**src/rtl/core/nes_ram.sv**
```systemverilog
module nes_ram #(
  parameter int unsigned Width = 8,
  parameter int unsigned Depth = 16
) (
  input  logic                     clk_i,
  input  logic                     we_i,
  input  logic [$clog2(Depth)-1:0] waddr_i,
  input  logic [Width-1:0]         wdata_i,
  input  logic [$clog2(Depth)-1:0] raddr_i,
  output logic [Width-1:0]         rdata_o
);

  logic [Width-1:0] mem_q [Depth];
  logic [Width-1:0] rdata_q;

  // one write port, one registered read port
  always_ff @(posedge clk_i) begin
    if (we_i) begin
      mem_q[waddr_i] <= wdata_i;
    end
    rdata_q <= mem_q[raddr_i];
  end

  assign rdata_o = rdata_q;

endmodule

```
**config.mk**
```make
export PLATFORM = sky130hd
export DESIGN_NAME = nes_ram
export DESIGN_NICKNAME = d
export VERILOG_FILES = /design/src/rtl/core/nes_ram.sv
export SDC_FILE = /design/constraint.sdc
export NUM_CORES = 1
export LEC_CHECK = 0
export BUFFER_PORTS_ARGS = -buffer_cell sky130_fd_sc_hd__buf_2
export CORE_MARGIN = 5
export CORE_UTILIZATION = 57
export CTS_BUF_LIST = sky130_fd_sc_hd__clkbuf_4 sky130_fd_sc_hd__clkbuf_8
export DETAILED_ROUTE_END_ITERATION = 7
export GPL_TIMING_DRIVEN = 0
export PLACE_DENSITY = 0.83
export SYNTH_ARGS = -nofsm -noshare
export SYNTH_HDL_FRONTEND = slang
export SYNTH_SLANG_ARGS = --single-unit
```
**constraint.sdc**
```tcl
create_clock -name clk_i -period 2 [get_ports clk_i]
set_clock_uncertainty 0.1 [all_clocks]
set_input_delay 0.1 -clock clk_i [delete_from_list [all_inputs] [get_ports clk_i]]
set_output_delay 0.1 -clock clk_i [all_outputs]
set_load 0.1 [all_outputs]
```
# After elaboration in Yosys (flattened, before gate mapping)
# Memory sizes are Yosys's and may differ from the RTL's. A register that Yosys moved wholly into a read port is not among the register bits.
# Cells that the tools add are included.
# totals
ramBits	128
elab_cells	3
reg_bits	0
inputBits	18
out_inout_bits	8
memories	1
# memory_table
memory	depth	word_bits	rd	rd_clocked_by_memory_dff	wr	line_no	rtl
mem_q	16	8	1	1	1	13	logic [Width-1:0] mem_q [Depth];
# op_classes
n_mux	2
# op_table
cell	count
2-to-1 mux 1 bit	2

# Longest topological paths before layout
# Gate-level depths: netlist (run 1).
# logic_depth
depth_word	2
depth_mapped	5
ltp_nobuf	3

# Worst setup path after synthesis (run 1)
# Ideal clock, no wire load.
# synth_timing
kind	input -> register
startpoint	in waddr_i[2]
endpoint	mem mem_q[0][0] (enable)
t_arrival_ns	1.210
required_ns	1.517
stages	2
n_path_buf	0
setup_time_ns	0.383
setup_slack_ns	0.307
path_cell_list	or3b_2 > nor3_1
# synth_lines
element	line_no	rtl
from (decl)	7	input logic [$clog2(Depth)-1:0] waddr_i,
to (decl)	13	
# No word-level cell before the write port.

# Worst setup path in the final report (run 1)
# layout_timing
startpoint	in waddr_i[2]
endpoint	mem mem_q[0][7] (enable)
# No word-level cell before the write port.

==> results of run 1 <==
## through the flow
step	total power [uW]	hold WS, ns	TNS [ns]
after floorplan	3560	0.0989	0
after global placement	3680	0.385	-1.60
after detailed placement	3700	0.406	-1.84
after CTS	5790	0.100	0
after global routing	5950	0.122	0
final	5770	0.114	0
## what timing repair did
item                       in CTS  in global routing
resized for setup               0                  0
buffers inserted                0                  0
hold endpoints to repair      128                  0
setup endpoints to repair       0                  0
hold buffers                    8                  0
## cell type report
type / instances / area [sq um]
Sequential cell: 136 / 4000
Fill cell: 544 / 2900
Multi-Input combinational cell: 83 / 1060
Clock buffer: 23 / 279
Timing Repair Buffer: 32 / 200
Tap cell: 108 / 135
Clock inverter: 9 / 101
Buffer: 10 / 86.3
## critical path: cells and delay by family
family | cells | cell delay [ns]
simple gates | 2 | 1.48
buf+inv | 1 | 0.12
## routing by layer
layer	track usage (%)	wire length, um	up-vias
li1	-	-	1071
met1	26.1	3860	1232
met2	27.4	4620	115
met3	5.30	787	17
met4	6.48	154	0
met5	0	0	-
## power breakdown
part | internal, uW | leakage [uW] | switching (uW)
sequential | 3180 | 0.00122 | 15.2
clock | 1180 | 0.000193 | 943
combinational | 137 | 0.000548 | 309
## registers in the layout, indices dropped and copies added (netlist names)
name	flops
rdata_o	8
mem_q	128
## placed cells by master (no fill, tap or decap)
cell type / count
or3b_2: 1
mux4_1: 14
a22oi_1: 16
nor2b_1: 1
nand3b_1: 2
clkinv_1: 2
nand2b_1: 2
and2_1: 1
dlygate4sd3_1: 8
clkinvlp_4: 2
nand2_1: 9
clkbuf_4: 6
clkinv_4: 1
nor3_1: 4
clkinv_2: 2
clkdlybuf4s25_2: 3
nor2_1: 13
buf_6: 3
dfxtp_1: 8
buf_2: 27
buf_4: 1
and2b_1: 1
clkbuf_8: 17
edfxtp_1: 128
bufinv_16: 2
mux4_2: 18
nand3_1: 1
## path summary, 6_finish.rpt
kind                                             start               endpoint  cells after the start
worst max-delay path                        waddr_i[2]  mem_q[0][7]$_DFFE_PP_                      3
worst min-delay path                        raddr_i[3]     rdata_o[4]$_DFF_P_                      4
worst min register to register  mem_q[11][3]$_DFFE_PP_     rdata_o[3]$_DFF_P_                      3
worst max register to register   mem_q[4][2]$_DFFE_PP_     rdata_o[2]$_DFF_P_                      3
## kinds of logic (layout without fill, tap and decap cells)
kind of cell    Yosys count  count (layout)
compound gates           16              16
flops                   136             136
mux                      32              32
simple gates             35              35
buf+inv                  10              74
==> impl_metrics.csv, run 1 <==
group,metric,value,unit
run_status,status,"complete, no violations",
timing,min_period,1.76,ns
global_routing,grt_max_degree,17,
global_routing,antenna_found_initial,0,
floorplanning,coreArea,8760,sq um
timing,setup_viol_count_final,0,
synth,syn_avg_cell_area,22.5,sq um
setup_path,start_kind,"primary input",
floorplanning,dieArea,11000,sq um
synth,async_reset_ff_share,0,%
finish,diodes,0,
clock_network,clock_sink_count,136,
setup_path,crit_type,"in -> reg",
synth,synth_area_leader_cell,"edfxtp_1",
setup_path,required,1.93,ns
setup_path,r2r_slack,0.51,ns
finish,drive_above_1_share,28.3,%
clock_network,clk_pin_slew,0.07,ns
clock_network,cts-buffers-inserted,17,
place,dpl_cell_area,5400,sq um
setup_path,worstPathArrival,1.69,ns
synth,ys_ff_latch,136,
floorplanning,start_util,58.7,%
power,ir_worst_vdd,0.646,mV
place,place_hpwl,5.93,mm
synth,synth-compound-area-share,2.33,%
floorplanning,rows,34,
synth,synth_top_area_share,74.7,%
place,dpl_worst_slack,-0.231,ns
global_routing,grt_pass1_vias,2463,
synth,synthesis.area,5150,sq um
place,numPlacedInstances,361,
timing,timing.final.ws_setup,0.239,ns
power,leakage,0.00197,uW
synth,ys_seq_area_share,77.8,%
synth,syn-num-nets,247,
clock_network,cts_tree,"done",
setup_path,critPathMaxStageDelay,0.95,ns
synth,synth_simple_gate_area_share,3.18,%
finish,design_area,5860,sq um
global_routing,grt-ovfl-total,0,
clock_network,clockBufferDepth,2,
timing,slew_viol_final,0,
synth,synth_xor_area_share,0,%
finish,fin_nets,298,
clock_network,root_buffer,"clkbuf_8",
route,firstDrtPassIters,6,
route,ant_nets,0,
timing,slew_headroom,18.5,%
route,routedWlPerCell,23.5,um
clock_network,h-tree-depth,4,
synth,synth_most_common_cell,"edfxtp_1",
finish,synthToLayoutAreaGrowth,13.9,%
route,wl,9.42,mm
synth,ys_warn_count,0,
synth,synthCells,229,
global_routing,grt_usage,18.3,%
setup_path,critPathMaxFanout,8,
place,gp_congestion,0.752,
synth,synth_edf_count,128,
floorplanning,die_y,105,um
worst_hold_path,hp-class,"in -> reg",
setup_path,crit_slowest_cell,"nor3_1",
synth,synth.distinct_cells,19,
synth,synth.cells.most_frequent,"edfxtp_1 (128), mux4_2 (18), a22oi_1 (16)",
route,drc,0,
route,drt_iter0_markers,308,
clock_network,clk_latency,0.42,ns
timing,hold_viol,0,
setup_path,path_cells,"buf_2, or3b_2, nor3_1",
synth,synthAdderAreaFrac,0,%
floorplanning,die_w,105,um
setup_path,cp-end-kind,"flip-flop",
synth,synth_flop_cell,"edfxtp_1",
place,io_buffers,24,
route,viasPerCell,6.07,
power,power_density,984,nW/um^2
timing,finalCritPeriodShare,88.1,%
timing,fmax,568,MHz
global_routing,grt_pass1_wl,14.7,mm
finish,final_util,66.9,%
run,cap_violations,0,
floorplanning,io_pins,26,
synth,synthMuxAreaShare,15.0,%
synth,synth_top_family_by_area,"multiplexers",
finish,final_cells,401,
timing,rsz0062_at_grt,"false",
route,vias,2435,
synth,synth.area.top_cells,"edfxtp_1 (75%), mux4_2 (7.9%), mux4_1 (7.1%)",
timing,tightest_slew,1.21,ns
Power figures use the tool's default switching activity.
==> run 2, diff against run 1 <==
- ABC_AREA: unset -> 1
==> impl_metrics.csv, run 2 <==
group,metric,value,unit
setup_path,worstPathArrival,1.68,ns
floorplanning,io_pins,26,
clock_network,clock_sink_count,136,
timing,finalCritPeriodShare,73.2,%
setup_path,critPathMaxFanout,10,
global_routing,grt_usage,23.0,%
clock_network,clk_pin_slew,0.08,ns
timing,min_period,1.46,ns
floorplanning,start_util,58.7,%
power,ir_worst_vdd,0.520,mV
route,ant_nets,0,
global_routing,grt_pass1_vias,3997,
synth,syn-num-nets,569,
place,gp_congestion,0.886,
clock_network,cts-buffers-inserted,17,
setup_path,start_kind,"primary input",
route,routedWlPerCell,18.1,um
finish,max_flop_register,"mem_q",
floorplanning,rows,36,
timing,slew_viol_final,0,
floorplanning,die_y,111,um
route,wl,13.5,mm
setup_path,critPathMaxStageDelay,0.54,ns
run,cap_violations,0,
setup_path,path_cells,"dlygate4sd3_1, buf_2, inv_1, buf_4, nand3_1, nand3_1, nand2_1",
finish,diodes,0,
synth,synth.cells.most_frequent,"nand2_1 (173), edfxtp_1 (128), inv_1 (100)",
synth,ys_warn_count,0,
finish,drive_above_1_share,12.2,%
clock_network,clk_latency,0.44,ns
worst_hold_path,hp-class,"in -> reg",
global_routing,grt_max_degree,17,
setup_path,required,2.22,ns
synth,synth_most_common_cell,"nand2_1",
synth,synth.area.top_cells,"edfxtp_1 (67%), nand2_1 (11%), nand3_1 (8.4%)",
timing,slew_headroom,35.1,%
run_status,status,"complete, no violations",
synth,synth_flop_cell,"edfxtp_1",
setup_path,path_delay_family,"buffers and inverters",
synth,syn_avg_cell_area,10.5,sq um
finish,final_cell_mix,"nand2_1 (173), edfxtp_1 (128), inv_1 (100)",
floorplanning,coreArea,9820,sq um
route,drt_iter0_markers,560,
finish,synthToLayoutAreaGrowth,12.1,%
global_routing,antenna_found_initial,0,
timing,hold_viol,0,
synth,ys_ff_latch,136,
route,firstDrtPassIters,5,
clock_network,root_buffer,"clkbuf_8",
timing,fmax,683,MHz
clock_network,clockBufferDepth,2,
synth,synth_area_leader_cell,"edfxtp_1",
place,io_buffers,22,
route,drc,0,
global_routing,grt-ovfl-total,0,
floorplanning,die_w,111,um
synth,synthCells,551,
power,power_density,871,nW/um^2
clock_network,h-tree-depth,4,
setup_path,cp-end-kind,"flip-flop",
clock_network,cts_tree,"done",
timing,tightest_slew,0.970,ns
finish,final_common_cell,"nand2_1",
route,vias,3994,
floorplanning,dieArea,12200,sq um
timing,setup_viol_count_final,0,
timing,rsz0062_at_grt,"false",
synth,ys_seq_area_share,69.4,%
synth,synth.distinct_cells,12,
timing,tns,0,ns
setup_path,critPathMostFrequentCell,"nand3_1",
clock_network,cts_resized,0,
synth,async_reset_ff_share,0,%
route,viasPerCell,5.35,
power,leakage,0.00280,uW
synth,synth_edf_count,128,
finish,largest_reg_flops,128,
power,finalPower,5630,uW
setup_path,crit_slowest_cell,"dlygate4sd3_1",
synth,synthesis.area,5770,sq um
setup_path,cp_num_buf_inv,4,
setup_path,crit_type,"in -> reg",
global_routing,grt_pass1_wl,21.2,mm
finish,fin_nets,619,
place,place_hpwl,8.78,mm
synth,synth_top_area_share,66.7,%
run 2: where the power goes:
group | switching (uW) | leakage (uW) | total, uW | internal (uW)
combinational | 426 | 0.00142 | 560 | 134
sequential | 16.0 | 0.00122 | 3200 | 3180
clock | 1010 | 0.000155 | 1880 | 864
total | 1450 | 0.00280 | 5630 | 4180
run 2: final timing paths:
kind                               start                     to  slack (ns)  cells after the start
setup / recovery              raddr_i[2]     rdata_o[1]$_DFF_P_        0.54                      7
hold / removal                wdata_i[5]  mem_q[0][5]$_DFFE_PP_        0.02                      1
hold reg to reg    mem_q[6][2]$_DFFE_PP_     rdata_o[2]$_DFF_P_        0.59                      6
setup reg to reg  mem_q[12][7]$_DFFE_PP_     rdata_o[7]$_DFF_P_        0.88                      6
run 2: kinds of logic (layout without fill, tap and decap cells):
kind of cell / after synthesis / in the layout / synth area share [%]
buf+inv: 126 / 189 / 9.52
flops: 136 / 136 / 69.4
simple gates: 289 / 289 / 21.0
run 2: per-stage QoR:
step                hold WS, ns  cell area [sq um]  utilization (%)  setup WS, ns  std cells
finish                   0.0172               6470             65.9         0.536        747
CTS                     0.00264               6470             65.9         0.594        747
global route             0.0111               6470             65.9         0.509        747
detailed placement        0.423               6040             61.5         0.290        706
global placement          0.417               6040             61.5         0.376        706
floorplan                0.0989               5770                -         0.849        551
run 2: layer usage:
layer	up-vias	global-route usage, %	share of wire (%)
met5	-	0	0
li1	1869	-	-
met1	1816	30.7	40
met2	271	35.8	46
met4	0	9.69	3.0
met3	38	6.29	11
run 2: repair_timing:
item,in CTS,in global routing
setup buffers,0,0
hold endpoints to repair,113,0
hold buffers,9,0
run 2: area by class of cell:
type | count | area, sq um
fillers | 772 | 3350
flip-flops and latches | 136 | 4000
inverters | 102 | 383
plain buffers | 24 | 166
clock buffers | 19 | 249
clock inverters | 13 | 83.8
multi-input cells | 289 | 1210
well taps | 133 | 166
repair buffers | 31 | 200
==> run 3, diff against run 2 <==
- ABC_AREA: 1 -> 0
- clock period: 2 -> 1.5 ns (I/O delays scaled with it)
==> impl_metrics.csv, run 3 (synthesis gave the netlist of run 1 again) <==
group,metric,value,unit
timing,finalCritPeriodShare,96.7,%
clock_network,clk_pin_slew,0.07,ns
finish,seqCellArea,4000,sq um
route,firstDrtPassIters,4,
finish,multiInputGateArea,1100,sq um
power,seqPwrFrac,53.3,%
finish,synthToLayoutAreaGrowth,15.5,%
global_routing,grt-ovfl-total,0,
power,pwr-share-comb,7.6,%
clock_network,cts-buffers-inserted,17,
clock_network,h-tree-depth,4,
route,viasPerCell,6.15,
worst_hold_path,hp-class,"in -> reg",
power,clockPowerShare,39.2,%
timing,hold_viol,0,
setup_path,critPathMaxFanout,1,
floorplanning,dieArea,11000,sq um
power,power_density,1350,nW/um^2
clock_network,clockBufferDepth,2,
place,io_buffers,24,
route,drt_iter0_markers,202,
route,wl,9.44,mm
setup_path,crit_slowest_cell,"mux4_2",
setup_path,crit_type,"reg -> reg",
global_routing,grt_usage,18.6,%
setup_path,critPathMaxStageDelay,0.52,ns
route,drc,0,
floorplanning,io_pins,26,
timing,tns,0,ns
setup_path,required,1.70,ns
route,vias,2466,
power,leakage,0.00199,uW
finish,largest_reg_flops,128,
global_routing,grt_pass1_wl,14.7,mm
setup_path,r2r_slack,0.05,ns
timing,setup_viol_count_final,0,
setup_path,cp-end-kind,"flip-flop",
floorplanning,die_y,105,um
finish,max_flop_register,"mem_q",
clock_network,root_buffer,"clkbuf_8",
finish,num-fill-cells,536,
run,cap_violations,0,
finish,final_util,67.8,%
clock_network,cts_tree,"done",
timing,slew_headroom,18.7,%
finish,final_cell_mix,"edfxtp_1 (128), buf_2 (27), mux4_2 (18)",
clock_network,cts_setup_buffers,0,
finish,fin_nets,298,
setup_path,path_cells,"mux4_2, a22oi_1, nand2_1",
floorplanning,die_w,105,um
global_routing,grt_max_degree,17,
setup_path,start_kind,"flip-flop",
clock_network,clock_sink_count,136,
timing,min_period,1.45,ns
place,place_hpwl,5.95,mm
timing,rsz0062_at_grt,"false",
finish,diodes,0,
timing,slew_viol_final,0,
route,routedWlPerCell,23.5,um
timing,tightest_slew,1.21,ns
run_status,status,"complete, no violations",
setup_path,worstPathArrival,1.65,ns
finish,final_common_cell,"edfxtp_1",
global_routing,grt_pass1_vias,2468,
floorplanning,coreArea,8760,sq um
floorplanning,start_util,58.7,%
power,swShare,22.0,%
global_routing,antenna_found_initial,0,
clock_network,clk_latency,0.42,ns
power,ir_worst_vdd,0.584,mV
place,gp_congestion,0.718,
timing,fmax,690,MHz
floorplanning,rows,34,
route,ant_nets,0,
power,p_sw,1770,uW
power,intPower,6240,uW
finish,drive_above_1_share,31.7,%
[run 3: cell count changes in the layout (fill, tap and decap cells not counted), moves of 4 or more]
cell	previous run	this run
nand2_1	173	9
nor2_1	17	13
mux4_1	0	14
buf_2	35	27
bufinv_16	0	4
nand3_1	97	1
inv_1	100	0
a22oi_1	0	11
mux4_2	0	18
clkinv_2	1	6
a22oi_2	0	5
clkinv_1	4	0
[run 3: worst max-delay path, delay by kind of cell (launching register included)]
| kind | cells | cell delay (ns) |
|---|---|---|
| compound gates | 1 | 0.24 |
| flops | 1 | 0.38 |
| mux | 1 | 0.52 |
| simple gates | 1 | 0.09 |
[run 3: path summary, 6_finish.rpt]
| path | from | to | cells after the start |
|---|---|---|---|
| worst max-delay path | mem_q[15][6]$_DFFE_PP_ | rdata_o[6]$_DFF_P_ | 3 |
| worst min-delay path | raddr_i[1] | rdata_o[0]$_DFF_P_ | 4 |
| worst max register to register | mem_q[15][6]$_DFFE_PP_ | rdata_o[6]$_DFF_P_ | 3 |
| worst min register to register | mem_q[11][3]$_DFFE_PP_ | rdata_o[3]$_DFF_P_ | 3 |
[run 3: layout make-up]
class / count / share of cell area [%]
Tap cell: 108 / 2.27
Multi-Input combinational cell: 83 / 18.5
Sequential cell: 136 / 67.3
Timing Repair Buffer: 32 / 3.37
Buffer: 10 / 1.45
Clock inverter: 14 / 3.05
Clock buffer: 18 / 4.06
[run 3: power groups by stage]
stage          clock network [uW]  registers, uW  logic [uW]
5_1_grt                      3370           4270         643
4_1_cts                      3180           4270         603
6_report                     3140           4260         606
3_3_place_gp                    0           4340         567
3_5_place_dp                    0           4350         579
2_1_floorplan                   0           4530         216
[run 3: timing repair]
item / 4_1_cts / 5_1_grt
endpoints found under the setup margin: 14 / 3
gates resized for setup: 4 / 3
hold buffers: 8 / 0
endpoints found under the hold margin: 128 / 0
[run 3: layer usage]
layer	up-vias	GRT usage, %	share of wire [%]
met5	-	0	0
met4	0	5.75	1.1
met3	7	5.55	9.3
met2	122	28.2	50
met1	1265	26.3	40
li1	1072	-	-
[run 3: stage by stage]
| step | instance area, sq um | setup slack [ns] | std cells | total power [uW] | hold WS, ns |
|---|---|---|---|---|---|
| after CTS | 5930 | 0.0127 | 401 | 8050 | 0.0508 |
| after floorplan | 5150 | 0.0589 | 229 | 4750 | 0.0739 |
| final | 5950 | 0.0502 | 401 | 8010 | 0.0599 |
| after global placement | 5410 | -0.425 | 361 | 4910 | 0.369 |
| after detailed placement | 5410 | -0.474 | 361 | 4930 | 0.386 |
| after global routing | 5950 | 0.00313 | 401 | 8280 | 0.0606 |
